$ cat config.mk
export PLATFORM = sky130hd
export DESIGN_NAME = base64url_bit_reader_unit
export DESIGN_NICKNAME = d
export VERILOG_FILES = /design/src/design/bbr_pkg.sv /design/src/design/base64url_bit_reader_unit.sv /design/src/design/bbr_char_store.sv /design/src/design/bbr_bit_unit.sv
export SDC_FILE = /design/constraint.sdc
export NUM_CORES = 1
export LEC_CHECK = 0
export BUFFER_PORTS_ARGS = -buffer_cell sky130_fd_sc_hd__buf_2
export CORE_MARGIN = 3
export CORE_UTILIZATION = 63
export CTS_CLUSTER_SIZE = 24
export DETAILED_ROUTE_END_ITERATION = 16
export GPL_ROUTABILITY_DRIVEN = 0
export GPL_TIMING_DRIVEN = 0
export PLACE_DENSITY = 0.85
export SLEW_MARGIN = 20
export SYNTH_ARGS = -nofsm -noshare
export SYNTH_HDL_FRONTEND = slang
export SYNTH_SLANG_ARGS = --single-unit
$ cat constraint.sdc
create_clock -name clk -period 5.4 [get_ports clk]
set_input_delay 0 -clock clk [delete_from_list [all_inputs] [get_ports clk]]
set_output_delay 0 -clock clk [all_outputs]
set_load 0.03 [all_outputs]
$ cat src/design/bbr_pkg.sv
// ---------------------------------------------------------------------------
// bbr_pkg: shared types for the base64url bit reader
// Word formats, opcodes, sequencer states and the alphabet decoder.
// ---------------------------------------------------------------------------
package bbr_pkg;

	typedef enum logic [1:0] {
		OP_RESTART    = 2'd0,
		OP_PUSH       = 2'd1,
		OP_READ_BITS  = 2'd2,
		OP_READ_UNARY = 2'd3
	} op_t;

	typedef struct packed {
		op_t        opcode;
		logic [7:0] character;
		logic [5:0] bit_count;
	} req_t;

	typedef struct packed {
		logic [31:0] value;
		logic        failed;
		logic [8:0]  bits_left;
	} rsp_t;

	typedef enum logic [1:0] {
		ST_IDLE,
		ST_RUN,
		ST_FETCH,
		ST_DONE
	} state_t;

	// Stored code: alphabet index in the low six bits, top bit marks a bad character.
	localparam int CODE_W  = 7;
	localparam int CHAR_BITS = 6;

	typedef struct packed {
		logic unary;
		logic single;
	} unit_ctl_t;

	typedef struct packed {
		logic [2:0] k;
		logic [5:0] chunk;
		logic [5:0] buf_next;
		logic       found;
		logic [2:0] tz;
	} unit_res_t;

	function automatic logic [CODE_W-1:0] alpha_index(input logic [7:0] c);
		logic [CODE_W-1:0] code;
		code = 7'd64;
		if (c >= 8'h41 && c <= 8'h5A) begin
			code = 7'(c - 8'h41);
		end else if (c >= 8'h61 && c <= 8'h7A) begin
			code = 7'(c - 8'h61 + 8'd26);
		end else if (c >= 8'h30 && c <= 8'h39) begin
			code = 7'(c - 8'h30 + 8'd52);
		end else if (c == 8'h2D) begin
			code = 7'd62;
		end else if (c == 8'h5F) begin
			code = 7'd63;
		end
		return code;
	endfunction

endpackage

$ cat src/design/base64url_bit_reader_unit.sv
// ---------------------------------------------------------------------------
// base64url_bit_reader_unit: LSB-first bit reader over a base64url string
// Stores pushed characters and serves bit reads and unary reads from them.
// ---------------------------------------------------------------------------
// A restart or push word shows its result in the cycle after accept.
// A read takes each group of buffered bits in its own step, and a character
// refill is a memory read, then a buffer load; a bit read adds a closing step.
// One word is in flight at a time; the next is taken in the cycle after the
// response handshake. Reset clears the string, buffer and flag.
// ---------------------------------------------------------------------------
module base64url_bit_reader_unit #(
	parameter int MAX_CHARS     = 64,
	parameter int MAX_READ_BITS = 32
) (
	input  logic          clk,
	input  logic          arst_n,
	input  logic          req_valid,
	output logic          req_ready,
	input  bbr_pkg::req_t req_word,
	output logic          rsp_valid,
	input  logic          rsp_ready,
	output bbr_pkg::rsp_t rsp_word
);

	// Count width must hold MAX_CHARS itself; the address only indexes entries.
	localparam int CW = $clog2(MAX_CHARS + 1);
	localparam int AW = $clog2(MAX_CHARS);
	// Read bit index and remaining count, each able to hold MAX_READ_BITS.
	localparam int IW = $clog2(MAX_READ_BITS + 1);
	// Unary zero counter covers every bit the store can hold.
	localparam int ZW = $clog2(bbr_pkg::CHAR_BITS * MAX_CHARS + 1);
	localparam int BW = CW + 3;

	bbr_pkg::state_t state_q, state_d;
	bbr_pkg::op_t    op_q, op_d;

	// Architectural reader state.
	logic [CW-1:0] count_q, count_d;
	logic [CW-1:0] pos_q, pos_d;
	logic [5:0]    buf_q, buf_d;
	logic [2:0]    held_q, held_d;
	logic          fail_q, fail_d;

	// Per-word working registers.
	logic [MAX_READ_BITS-1:0] acc_q, acc_d;
	logic [IW-1:0]            idx_q, idx_d;
	logic [IW-1:0]            rem_q, rem_d;
	logic [ZW-1:0]            zeros_q, zeros_d;
	logic [31:0]              value_q, value_d;

	logic                       wr_en;
	logic                       rd_en;
	logic [bbr_pkg::CODE_W-1:0] rd_code;
	bbr_pkg::unit_ctl_t         unit_ctl;
	bbr_pkg::unit_res_t         unit_res;
	logic [2:0]                 limit;
	logic [IW-1:0]              sat_count;
	logic [63:0]                acc_ext;
	logic [CW-1:0]              unread;
	logic [BW-1:0]              bits_left_w;

	bbr_char_store #(
		.DEPTH(MAX_CHARS),
		.AW   (AW)
	) u_store (
		.clk    (clk),
		.wr_en  (wr_en),
		.wr_addr(count_q[AW-1:0]),
		.wr_data(bbr_pkg::alpha_index(req_word.character)),
		.rd_en  (rd_en),
		.rd_addr(pos_q[AW-1:0]),
		.rd_data(rd_code)
	);

	// The buffer only ever holds zeros above its held bits, so the unit can
	// work on it directly. A read that already failed takes a single bit.
	assign unit_ctl.unary  = (op_q == bbr_pkg::OP_READ_UNARY);
	assign unit_ctl.single = fail_q;
	assign limit           = (rem_q >= IW'(6)) ? 3'd6 : rem_q[2:0];

	bbr_bit_unit u_unit (
		.ctl  (unit_ctl),
		.bits (buf_q),
		.held (held_q),
		.limit(limit),
		.res  (unit_res)
	);

	assign sat_count = (int'(req_word.bit_count) > MAX_READ_BITS) ?
		IW'(MAX_READ_BITS) : IW'(req_word.bit_count);
	assign acc_ext = 64'(acc_q);

	always_ff @(posedge clk or negedge arst_n) begin
		if (!arst_n) begin
			state_q <= bbr_pkg::ST_IDLE;
			op_q    <= bbr_pkg::OP_RESTART;
			count_q <= '0;
			pos_q   <= '0;
			buf_q   <= '0;
			held_q  <= '0;
			fail_q  <= 1'b0;
		end else begin
			state_q <= state_d;
			op_q    <= op_d;
			count_q <= count_d;
			pos_q   <= pos_d;
			buf_q   <= buf_d;
			held_q  <= held_d;
			fail_q  <= fail_d;
		end
	end

	always_ff @(posedge clk) begin
		acc_q   <= acc_d;
		idx_q   <= idx_d;
		rem_q   <= rem_d;
		zeros_q <= zeros_d;
		value_q <= value_d;
	end

	// Sequencer: IDLE takes a word, RUN drains the buffer through the shared
	// unit, asks for a refill or ends the read, FETCH loads the character read
	// from memory or fails on a bad one, DONE holds the result until it is taken.
	always_comb begin
		state_d = state_q;
		op_d    = op_q;
		count_d = count_q;
		pos_d   = pos_q;
		buf_d   = buf_q;
		held_d  = held_q;
		fail_d  = fail_q;
		acc_d   = acc_q;
		idx_d   = idx_q;
		rem_d   = rem_q;
		zeros_d = zeros_q;
		value_d = value_q;
		wr_en   = 1'b0;
		rd_en   = 1'b0;

		unique case (state_q)
			bbr_pkg::ST_IDLE: begin
				if (req_valid) begin
					op_d    = req_word.opcode;
					value_d = '0;
					acc_d   = '0;
					idx_d   = '0;
					rem_d   = sat_count;
					zeros_d = '0;
					unique case (req_word.opcode)
						bbr_pkg::OP_RESTART: begin
							count_d = '0;
							pos_d   = '0;
							buf_d   = '0;
							held_d  = '0;
							fail_d  = 1'b0;
							state_d = bbr_pkg::ST_DONE;
						end
						bbr_pkg::OP_PUSH: begin
							if (count_q >= CW'(MAX_CHARS)) begin
								fail_d = 1'b1;
							end else begin
								wr_en   = 1'b1;
								count_d = count_q + CW'(1);
							end
							state_d = bbr_pkg::ST_DONE;
						end
						bbr_pkg::OP_READ_BITS,
						bbr_pkg::OP_READ_UNARY: begin
							state_d = bbr_pkg::ST_RUN;
						end
						default: begin
							state_d = bbr_pkg::ST_DONE;
						end
					endcase
				end
			end

			bbr_pkg::ST_RUN: begin
				if (op_q == bbr_pkg::OP_READ_BITS) begin
					if (rem_q == '0) begin
						value_d = acc_ext[31:0];
						state_d = bbr_pkg::ST_DONE;
					end else if (held_q != 3'd0) begin
						// Bits already buffered are taken even after a failure.
						acc_d  = acc_q | (MAX_READ_BITS'(unit_res.chunk) << idx_q);
						buf_d  = unit_res.buf_next;
						held_d = held_q - unit_res.k;
						idx_d  = idx_q + IW'(unit_res.k);
						rem_d  = rem_q - IW'(unit_res.k);
					end else if (fail_q) begin
						value_d = acc_ext[31:0];
						state_d = bbr_pkg::ST_DONE;
					end else if (pos_q >= count_q) begin
						// Past the end: the missing bits stay zero.
						fail_d  = 1'b1;
						value_d = acc_ext[31:0];
						state_d = bbr_pkg::ST_DONE;
					end else begin
						rd_en   = 1'b1;
						state_d = bbr_pkg::ST_FETCH;
					end
				end else begin
					if (held_q != 3'd0) begin
						buf_d  = unit_res.buf_next;
						held_d = held_q - unit_res.k;
						if (fail_q) begin
							// With the flag up, a zero bit ends the read as a failure.
							value_d = buf_q[0] ? 32'(zeros_q) : '1;
							state_d = bbr_pkg::ST_DONE;
						end else if (unit_res.found) begin
							value_d = 32'(zeros_q + ZW'(unit_res.tz));
							state_d = bbr_pkg::ST_DONE;
						end else begin
							zeros_d = zeros_q + ZW'(held_q);
						end
					end else if (fail_q) begin
						value_d = '1;
						state_d = bbr_pkg::ST_DONE;
					end else if (pos_q >= count_q) begin
						fail_d  = 1'b1;
						value_d = '1;
						state_d = bbr_pkg::ST_DONE;
					end else begin
						rd_en   = 1'b1;
						state_d = bbr_pkg::ST_FETCH;
					end
				end
			end

			bbr_pkg::ST_FETCH: begin
				if (rd_code[bbr_pkg::CODE_W-1]) begin
					// Character outside the alphabet: refill fails.
					fail_d  = 1'b1;
					value_d = (op_q == bbr_pkg::OP_READ_BITS) ? acc_ext[31:0] : '1;
					state_d = bbr_pkg::ST_DONE;
				end else begin
					buf_d   = rd_code[5:0];
					held_d  = 3'd6;
					pos_d   = pos_q + CW'(1);
					state_d = bbr_pkg::ST_RUN;
				end
			end

			bbr_pkg::ST_DONE: begin
				if (rsp_ready) begin
					state_d = bbr_pkg::ST_IDLE;
				end
			end

			default: begin
				state_d = bbr_pkg::ST_IDLE;
			end
		endcase
	end

	// Six bits for each unread character plus what the buffer still holds.
	assign unread      = count_q - pos_q;
	assign bits_left_w = (BW'(unread) << 2) + (BW'(unread) << 1) + BW'(held_q);

	assign req_ready          = (state_q == bbr_pkg::ST_IDLE);
	assign rsp_valid          = (state_q == bbr_pkg::ST_DONE);
	assign rsp_word.value     = value_q;
	assign rsp_word.failed    = fail_q;
	assign rsp_word.bits_left = 9'(bits_left_w);

endmodule

$ cat src/design/bbr_char_store.sv
// ---------------------------------------------------------------------------
// bbr_char_store: character code memory
// One write port, one read port with registered read data.
// ---------------------------------------------------------------------------
module bbr_char_store #(
	parameter int DEPTH = 64,
	parameter int AW    = 6
) (
	input  logic                       clk,
	input  logic                       wr_en,
	input  logic [AW-1:0]              wr_addr,
	input  logic [bbr_pkg::CODE_W-1:0] wr_data,
	input  logic                       rd_en,
	input  logic [AW-1:0]              rd_addr,
	output logic [bbr_pkg::CODE_W-1:0] rd_data
);

	logic [bbr_pkg::CODE_W-1:0] mem [DEPTH];
	logic [bbr_pkg::CODE_W-1:0] rd_data_q;

	always_ff @(posedge clk) begin
		if (wr_en) begin
			mem[wr_addr] <= wr_data;
		end
		if (rd_en) begin
			rd_data_q <= mem[rd_addr];
		end
	end

	assign rd_data = rd_data_q;

endmodule

$ cat src/design/bbr_bit_unit.sv
// ---------------------------------------------------------------------------
// bbr_bit_unit: shared bit extraction unit
// Takes a group of bits from the six-bit buffer and finds the first one bit.
// ---------------------------------------------------------------------------
module bbr_bit_unit (
	input  bbr_pkg::unit_ctl_t ctl,
	input  logic [5:0]         bits,
	input  logic [2:0]         held,
	input  logic [2:0]         limit,
	output bbr_pkg::unit_res_t res
);

	logic [5:0] masked;
	logic [2:0] tz;
	logic       found;
	logic [2:0] k;

	always_comb begin
		masked = bits & ~(6'h3F << held);
		found  = |masked;
		tz     = 3'd0;
		for (int i = 5; i >= 0; i--) begin
			if (masked[i]) begin
				tz = 3'(i);
			end
		end
		if (ctl.single) begin
			k = 3'd1;
		end else if (ctl.unary) begin
			k = found ? 3'(tz + 3'd1) : held;
		end else begin
			k = (held < limit) ? held : limit;
		end
		res.k        = k;
		res.chunk    = bits & ~(6'h3F << k);
		res.buf_next = bits >> k;
		res.found    = found;
		res.tz       = tz;
	end

endmodule
# [Word-level counts from Yosys, hierarchy flattened]
# Memory sizes are Yosys's and may differ from the RTL's. A register that Yosys moved wholly into a read port is not among the register bits.
# Index checks and enable logic that the tools add are counted.
[word_totals] regBits=113 mem_bits_rw=448 input_bits=20 output_inout_bits=44 elab_cells=208 n_memories=1
[classes] n_addsub=16 magnitude_cmp=11 n_eq_ne=29 shifts=4 muxes=107 n_bitwise=5 n_reduce_logical=23
[mem_list] name="u_store.mem" depth=64 width=7 read_ports=1 rd_ports_with_merged_regs=1 write_ports=1 line="bbr_char_store.sv:18" text="logic [bbr_pkg::CODE_W-1:0] mem [DEPTH];"
[op_table] operator="$mux 32" count=17
[op_table] operator="$pmux 32 s3" count=1
[op_table] operator="$mux 6" count=15
[op_table] operator="$pmux 32 s2" count=1
[op_table] operator="$mux 7" count=9
[op_table] operator="$mux 3" count=17
[op_table] operator="$mux 9" count=5
[op_table] operator="$or 32x32->32" count=1
[op_table] operator="$shl 6x6->32" count=1
[op_table] operator="$pmux 7 s2" count=2
[op_table] operator="$pmux 6 s2" count=2
[op_table] operator="$mux 1" count=22
[op_table] operator="$add 9x3->9" count=2
[op_table] operator="$mux 2" count=9
[op_table] operator="$ne 2x2->1 const B" count=9
[op_table] operator="$pmux 6 s3" count=1
[op_table] operator="$pmux 9 s2" count=1
[op_table] operator="$ge 8x7->1 const B" count=2
[op_table] operator="$le 8x7->1 const B" count=2
[op_table] operator="$add 7x1->7 const B" count=2
[op_table] operator="$sub 7x7->7 const B" count=2
[op_table] operator="$and 6x6->6" count=2
[op_table] operator="$eq 2x2->1 const B" count=6
[op_table] operator="$not 6->6" count=2
[op_table] operator="45 further kinds" count=62

# [Logic depth before layout (Yosys ltp)]
# Gate-level depths: netlist (run 1).
[logic_depth] depth_word=22 depth_mapped=18 mapped_depth_nobuf=16

# [Cells and area by module]
# Synthesis (run 1) repeated with hierarchy kept, for this count alone.
[unflattened] hier_cells=1693 area_unflattened_um2=25899.8
[modules_own_cells] module="bbr_char_store" instances=1 cells_each=837 area_per_inst_um2=17743.3 seq_area_each_um2=13663.1
[modules_own_cells] module="base64url_bit_reader_unit" instances=1 cells_each=763 area_per_inst_um2=7475.9 seq_area_each_um2=3253.1
[modules_own_cells] module="bbr_bit_unit" instances=1 cells_each=93 area_per_inst_um2=680.7 seq_area_each_um2=0.0

# [Worst setup path after synthesis (run 1)]
# Ideal clock, no wire load.
[synth_path] path_type="input to register" from="input req_word[8] (netlist bit)" to="memory u_store.mem[0][5] (netlist bit), data pin" setup_ps=740 arrival_time_ps=4156 required_time_ps=4660 setup_slack_ps=504 cell_stages=11 path_buffers=1 path_cell_list="clkbuf_1 inv_1 ha_1 nand3b_1 nor2_1 nor4bb_1 nand2_1 and3_1 nand2b_1 a21oi_1 a221oi_1"
[synth_via] elab_chain_len=6 elab_cells_between_ends=21 cone_classes="add/sub: 5; order compare: 6; eq/ne: 2; mux: 5; reduce/logical: 3"
[synth_lines] element="from (decl)" line="base64url_bit_reader_unit.sv:19" text="input bbr_pkg::req_t req_word,"
[synth_lines] element="parallel branches: the longest is 5 deep, another holds $sub 7x6->7"
[synth_lines] element="$mux 7 *" line="bbr_pkg.sv:53" text="if (c >= 8'h41 && c <= 8'h5A) begin"
[synth_lines] element="named net u_store.wr_data (one bit)" line="bbr_char_store.sv:12" text="input logic [bbr_pkg::CODE_W-1:0] wr_data,"
[synth_lines] element="to (decl)" line="bbr_char_store.sv:18"
# Mark *: on every way through the listed nets, which the timed path passes.

==> flow_summary_export.csv, run 1 <==
group,metric,value,unit
cells_and_area,final_nets,1839,
routing,wl_per_cell,29.8,um
power,seq_power_share,33.4,%
floorplan,core.rowCount,73,
critical_path,crit_required,5.40,ns
critical_path,path_delay_family,"buffers and inverters",
logic_synthesis,netlist_instances,1603,
timing,slew_viol_final,0,
clocking,clock_latency,0.62,ns
critical_path,critPathMaxStageDelay,0.38,ns
clocking,cts_buffer_depth,3,
job,maxCapViolations,0,
global_route,grt_usage,32.7,%
timing,skew,0.0326,ns
logic_synthesis,synth_edf_count,540,
floorplan,start_util,64.2,%
power,p_sw_share,40.0,%
power,switchingPower,0.00711,W
logic_synthesis,synthDistinctLibCells,91,
logic_synthesis,ys_top_cells_by_area,"edfxtp_1 63%, mux4_2 13%, dfrtp_1 2.7%, ha_1 2.4%, nor2_1 1.8%",
floorplan,core_area,0.0399,mm^2
routing,drt_wl_total,69400,um
critical_path,path_buf_inv,5,
clocking,h-tree-depth,2,
routing,drtIter0Drc,2629,
global_route,grt_first_pass_wirelength,106000,um
floorplan,pin_count,64,
timing,finalSetupViolCount,0,
timing,worst_pin_slew,1.02,ns
timing,fin_crit,5.08,ns
critical_path,cp-start-kind,"register",
global_route,grt_max_degree,37,
routing,firstDrtPassIters,12,
clocking,clk_pin_slew,0.07,ns
logic_synthesis,synth_sequential_area_ratio,66.0,%
logic_synthesis,async_reset_ff_share,4.93,%
critical_path,crit_path_cell_trace,"clkbuf_1 -> clkbuf_2 -> clkbuf_2 -> inv_1 -> ha_1 -> nor2b_1 -> o21ai_0 -> a21boi_0 -> nor2_1 -> ha_1 -> ha_1 -> a21o_1 -> a21oi_1 -> o21bai_1 -> a21oi_1 -> xnor2_1 -> buf_2",
timing,hold_viol,0,
placed_design,port-buffer-count,62,
logic_synthesis,yosys_warnings,0,
power,power,0.0178,W
routing,drc,0,
global_route,grt_antenna_before_repair,0,
logic_synthesis,synth-seq-cells,568,
power,power_frac_clock,22.0,%
cells_and_area,final_area,0.0292,mm^2
power,pwr-share-comb,44.7,%
cells_and_area,layout-drive-gt1-share,21.0,%
critical_path,cp_slowest_cell,"clkbuf_2",
logic_synthesis,yosys.area.top_type,"edfxtp_1",
floorplan,fp.dieW,208,um
clocking,cts_inserted_buffers,54,
clocking,cts_tree,"done",
clocking,cts_root_buf,"clkbuf_16",
cells_and_area,area_growth_syn_to_layout,13.7,%
critical_path,cp.arrival,5.08,ns
timing,slew_headroom,31.8,%
critical_path,crit_top_cell,"ha_1",
timing,max_freq,0.197,GHz
critical_path,cp_max_fo,10,
hold_path,hold_path.class,"in2reg",
critical_path,cp-end-kind,"output port",
logic_synthesis,synth_fp_nets,1681,
logic_synthesis,syn_area,0.0256,mm^2
timing,worst_slack,0.315,ns
clocking,clkSinkCount,568,
power,cell_internal_pwr,0.0107,W
floorplan,die_h,208,um
cells_and_area,instances_no_fill,2329,
power,power.leakage,9.88,nW
placed_design,dp.cells,2210,
placed_design,pre_cts_slack,0.679,ns
timing,rsz0062_at_grt,"no",
logic_synthesis,synth_top_area_share,63.3,%
floorplan,die_area,0.0431,mm^2
routing,vias,16400,
routing,via_per_inst,7.03,
clocking,cts_setup_buffers,0,
cells_and_area,insertedDiodeCount,0,
placed_design,dpl.hpwl,43400,um
global_route,grt_pass1_vias,16400,
logic_synthesis,ys.flop_type,"edfxtp_1",
critical_path,worstSetupPathType,"reg2out",
power,powerDensity,610,mW/mm^2
global_route,overflow,0,
logic_synthesis,syn_avg_cell_area,16.0,um^2
outcome,status,"complete, no violations",
placed_design,placed_area,0.0271,mm^2
timing,fin_crit_sh,94.2,%
power,ir_drop,0.000549,V
routing,drt.antenna.violating_nets,0,
-- per-layer routing --
metal,part of all wire [%],routed length (um),track usage [%],vias up
li1,-,-,-,6649
met1,33,23200,41.8,7997
met2,49,34100,53.9,1369
met3,11,7830,8.04,354
met4,6.1,4230,14.6,0
met5,0,0,0,-
-- path summary, 6_finish.rpt --
check                      slack, ns            endpoint          startpoint  cells after the start
setup reg to reg                0.84            rem_q[4]            rem_q[3]                     15
hold / removal                  0.04  u_store.mem[54][5]         req_word[9]                      3
max in group asynchronous       4.78            buf_q[0]              arst_n                      4
min in group asynchronous       0.44          count_q[4]              arst_n                      4
setup / recovery                0.32         rsp_word[8]            pos_q[1]                     17
hold reg to reg                 0.48            buf_q[5]  u_store.rd_data[5]                      1
-- flip-flops by register name (all words and copies together) (netlist names), 7 cells and up --
| name | cells |
|---|---|
| u_store.mem | 448 |
| u_store.rd_data | 7 |
| pos_q | 7 |
| value_q | 32 |
| zeros_q | 9 |
| acc_q | 32 |
| count_q | 7 |
-- power groups by stage --
stage	clock network [W]	registers [W]	logic (W)
global route	0.00408	0.00597	0.00837
finish	0.00390	0.00593	0.00794
global placement	0	0.00605	0.00705
CTS	0.00391	0.00591	0.00778
floorplan	0	0.00619	0.00499
detailed placement	0	0.00599	0.00750
-- cells by family after synthesis --
| logic type | after synthesis | share of synthesized area [%] |
|---|---|---|
| AO/OA/AOI/OAI | 274 | 7.33 |
| multiplexers | 159 | 13.4 |
| flip-flops | 568 | 66.0 |
| adder cells (fa/ha/maj) | 58 | 3.07 |
| buffers and inverters | 154 | 2.43 |
| XOR/XNOR | 33 | 1.13 |
| AND/OR/NAND/NOR | 357 | 6.63 |
-- layout by cell type, fill, tap and decap left out, drive strengths merged, types with 24 or more instances in the layout --
cell type	netlist	routed
edfxtp	540	540
mux4	147	147
nor2	127	127
clkbuf	55	122
buf	30	113
nand2	90	90
inv	65	67
a21oi	61	61
o21ai	61	61
ha	50	50
dfrtp	28	28
nand3	25	25
clkinv	4	25
nor2b	24	24
o21a	24	24
-- through the flow --
step | hold WS (ns) | utilization (%) | TNS (ns)
final | 0.0376 | 73.0 | 0
after floorplan | -0.296 | - | 0
after global routing | 0.0396 | 73.0 | 0
after global placement | 0.0744 | 66.6 | -708.19
after CTS | 0.0195 | 73.0 | 0
after detailed placement | 0.0712 | 68.0 | 0
-- cells in the mapped netlist (4+ instances only) --
cell type	instances
edfxtp_1	540
mux4_2	147
nor2_1	126
nand2_1	89
inv_1	63
a21oi_1	60
clkbuf_1	54
o21ai_0	54
ha_1	50
dfrtp_1	28
nand3_1	24
nor2b_1	24
o21a_1	23
a31oi_1	22
nor3_1	22
xnor2_1	21
buf_2	20
a21o_1	12
nand4_1	12
o22ai_1	12
xor2_1	12
a22o_1	11
and3_1	11
a21boi_0	9
fa_1	8
or3_1	8
and2_1	7
mux2i_1	7
buf_1	6
nand2b_1	6
o21ai_1	6
o31ai_1	6
a22oi_1	5
mux2_2	5
nand3b_1	5
nor3b_1	5
clkinv_1	4
nor4_1	4
-- area by class of cell --
type / count / area, um^2
Sequential cell: 568 / 16900
Fill cell: 2159 / 10800
Multi-Input combinational cell: 881 / 8220
Clock buffer: 67 / 1420
Timing Repair Buffer: 102 / 940
Tap cell: 525 / 657
Clock inverter: 32 / 373
Buffer: 85 / 368
Inverter: 69 / 259
-- worst min-delay path: cells and delay by family --
| family | cells | cell delay [ns] |
|---|---|---|
| AND/OR/NAND/NOR | 1 | 0.18 |
| AO/OA/AOI/OAI | 1 | 0.12 |
| buffers and inverters | 1 | 0.16 |
-- timing repair --
item,in CTS,in global routing
gates resized for setup,1,2
pin swaps,0,0
endpoints found under the hold margin,53,0
setup endpoints to repair,1,1
hold buffers,20,0
Note: power is estimated with default switching activity, not from simulation.
==> run 2, diff against run 1 <==
--- a/config.mk
+++ b/config.mk
@@ -7,12 +7,12 @@
 export LEC_CHECK = 0
 export BUFFER_PORTS_ARGS = -buffer_cell sky130_fd_sc_hd__buf_2
 export CORE_MARGIN = 3
-export CORE_UTILIZATION = 63
+export CORE_UTILIZATION = 42
 export CTS_CLUSTER_SIZE = 24
 export DETAILED_ROUTE_END_ITERATION = 16
 export GPL_ROUTABILITY_DRIVEN = 0
 export GPL_TIMING_DRIVEN = 0
-export PLACE_DENSITY = 0.85
+export PLACE_DENSITY = 0.62
 export SLEW_MARGIN = 20
 export SYNTH_ARGS = -nofsm -noshare
 export SYNTH_HDL_FRONTEND = slang
==> run 2 against run 1 <==
Fmax rose by 1.5%; sequential share of layout area fell by 1.0 points; critical path depth rose by 1; register-to-register slack improved by 0.03 ns; cell area rose by 1.8%; total power fell by 2.0%; global-route usage fell by 13 points; core utilization fell by 23 points; largest power group unchanged.
==> flow_summary_export.csv, run 2 (same netlist as run 1, synthesis figures left out) <==
group,metric,value,unit
timing,slew_viol_final,0,
floorplan,fp.dieW,253,um
power,ir_drop,0.000748,V
power,powerDensity,587,mW/mm^2
cells_and_area,top_register,"u_store.mem",
outcome,status,"complete, no violations",
routing,vias,15000,
global_route,grt_first_pass_wirelength,94700,um
power,power,0.0174,W
clocking,cts_buffer_depth,3,
floorplan,die_h,253,um
timing,worst_pin_slew,1.01,ns
cells_and_area,area_growth_syn_to_layout,15.8,%
critical_path,crit_path_cell_trace,"clkbuf_1 -> clkbuf_2 -> clkbuf_2 -> inv_1 -> fa_1 -> inv_1 -> fa_1 -> inv_1 -> ha_1 -> inv_1 -> fa_1 -> inv_1 -> a21o_1 -> a21oi_1 -> o21bai_1 -> a21oi_1 -> xnor2_1 -> buf_2",
critical_path,cp.arrival,5.01,ns
critical_path,crit_top_cell,"inv_1",
cells_and_area,largest_register_ffs,448,
power,power.leakage,9.98,nW
critical_path,cp_max_fo,10,
cells_and_area,instances_no_fill,2591,
critical_path,cp-end-kind,"output port",
routing,drc,0,
critical_path,worstSetupPathType,"reg2out",
clocking,cts_root_buf,"clkbuf_16",
routing,drtIter0Drc,1302,
cells_and_area,layout-drive-gt1-share,21.3,%
global_route,overflow,0,
routing,firstDrtPassIters,5,
floorplan,core.rowCount,89,
cells_and_area,top_regs,"u_store.mem: 448 flops, acc_q: 32 flops, value_q: 32 flops",
clocking,clk_pin_slew,0.06,ns
global_route,grt_max_degree,35,
critical_path,critPathMaxStageDelay,0.55,ns
floorplan,die_area,0.0640,mm^2
clocking,cts_tree,"done",
routing,drt_wl_total,62100,um
routing,wl_per_cell,24.0,um
cells_and_area,final_cell_mix,"540 x edfxtp_1, 147 x mux4_2, 125 x nor2_1, 89 x nand2_1, 85 x buf_2",
global_route,grt_antenna_before_repair,1,
critical_path,path_buf_inv,9,
floorplan,pin_count,64,
floorplan,core_area,0.0597,mm^2
placed_design,port-buffer-count,62,
global_route,grt_usage,19.6,%
clocking,clkSinkCount,568,
floorplan,start_util,42.9,%
timing,rsz0062_at_grt,"no",
global_route,grt_pass1_vias,15200,
critical_path,reg2reg_slack,0.87,ns
clocking,clock_latency,0.65,ns
timing,hold_viol,0,
critical_path,cp_slowest_cell,"fa_1",
clocking,h-tree-depth,2,
cells_and_area,insertedDiodeCount,0,
routing,drt.antenna.violating_nets,0,
cells_and_area,utilization,49.7,%
hold_path,hold_path.class,"in2reg",
timing,slew_headroom,32.7,%
placed_design,dpl.hpwl,43900,um
cells_and_area,layout_commonest_cell,"edfxtp_1",
routing,via_per_inst,5.78,
critical_path,cp-start-kind,"register",
critical_path,crit_required,5.40,ns
clocking,cts_inserted_buffers,59,
timing,max_freq,0.200,GHz
timing,fin_crit,5.01,ns
timing,finalSetupViolCount,0,
critical_path,path_delay_family,"buffers and inverters",
timing,skew,0.0378,ns
timing,fin_crit_sh,92.8,%
cells_and_area,final_nets,1846,
timing,tns,0,ns
job,maxCapViolations,0,
placed_design,dp.cells,2460,
[run 2: cell count changes in the layout (fill, tap and decap cells not counted), sizes merged]
| cell | change |
|---|---|
| clkbuf | +3 |
| clkinv | +10 |
| buf | +2 |
| clkinvlp | -1 |
[run 2: worst paths after layout]
path | endpoint | cells past startpoint | startpoint
setup / recovery | rsp_word[8] | 18 | pos_q[1]
hold / removal | u_store.mem[53][6] | 5 | req_word[11]
setup reg to reg | rem_q[4] | 15 | rem_q[3]
hold reg to reg | buf_q[5] | 1 | u_store.rd_data[5]
max in group asynchronous | count_q[4] | 4 | arst_n
min in group asynchronous | state_q[1] | 4 | arst_n
[run 2: per-layer routing]
metal | vias up | wire length [um] | global-route usage [%]
li1 | 6665 | - | -
met1 | 7628 | 25100 | 25.4
met2 | 557 | 31000 | 33.6
met3 | 137 | 3640 | 2.98
met4 | 0 | 2340 | 7.25
met5 | - | 0 | 0
[run 2: cell type report]
| class | count | area [um^2] |
|---|---|---|
| Sequential cell | 568 | 16900 |
| Buffer | 85 | 368 |
| Fill cell | 4965 | 30000 |
| Clock inverter | 41 | 433 |
| Multi-Input combinational cell | 881 | 8220 |
| Inverter | 69 | 259 |
| Timing Repair Buffer | 104 | 1010 |
| Clock buffer | 70 | 1520 |
| Tap cell | 773 | 967 |
[run 2: metrics by stage]
step	worst slack, ns	cell area [um^2]	hold slack [ns]
after floorplan	0.504	25600	-0.296
after global placement	-2.99	26900	0.0672
after detailed placement	0.421	27500	0.0816
after CTS	0.115	29700	0.0281
after global routing	0.0542	29700	0.0892
final	0.390	29700	0.0421
[run 2: report_power, final]
| group | switching (W) | internal (W) |
|---|---|---|
| Sequential | 0.000314 | 0.00559 |
| Clock | 0.00174 | 0.00235 |
| Combinational | 0.00461 | 0.00281 |
[run 2: what timing repair did]
item                                    4_1_cts  5_1_grt
gates resized for setup                       1        2
hold buffers                                 20        0
endpoints found under the setup margin        1        2
pin swaps                                     0        0
setup buffers                                 0        0
endpoints found under the hold margin        71        0
[run 2: worst reg2reg max path, cell delays in order, from the launching register on]
cell and delay (ns):
edfxtp_1 0.47, or3_4 0.48, nor2_1 0.11, ha_1 0.30, a21oi_1 0.31, a21oi_1 0.12
a21oi_1 0.14, o31a_1 0.23, clkinv_1 0.34, ha_1 0.35, fa_1 0.40, nor2b_1 0.13
nor3_1 0.06, xnor2_1 0.15, o22ai_1 0.09, dlygate4sd3_1 0.58
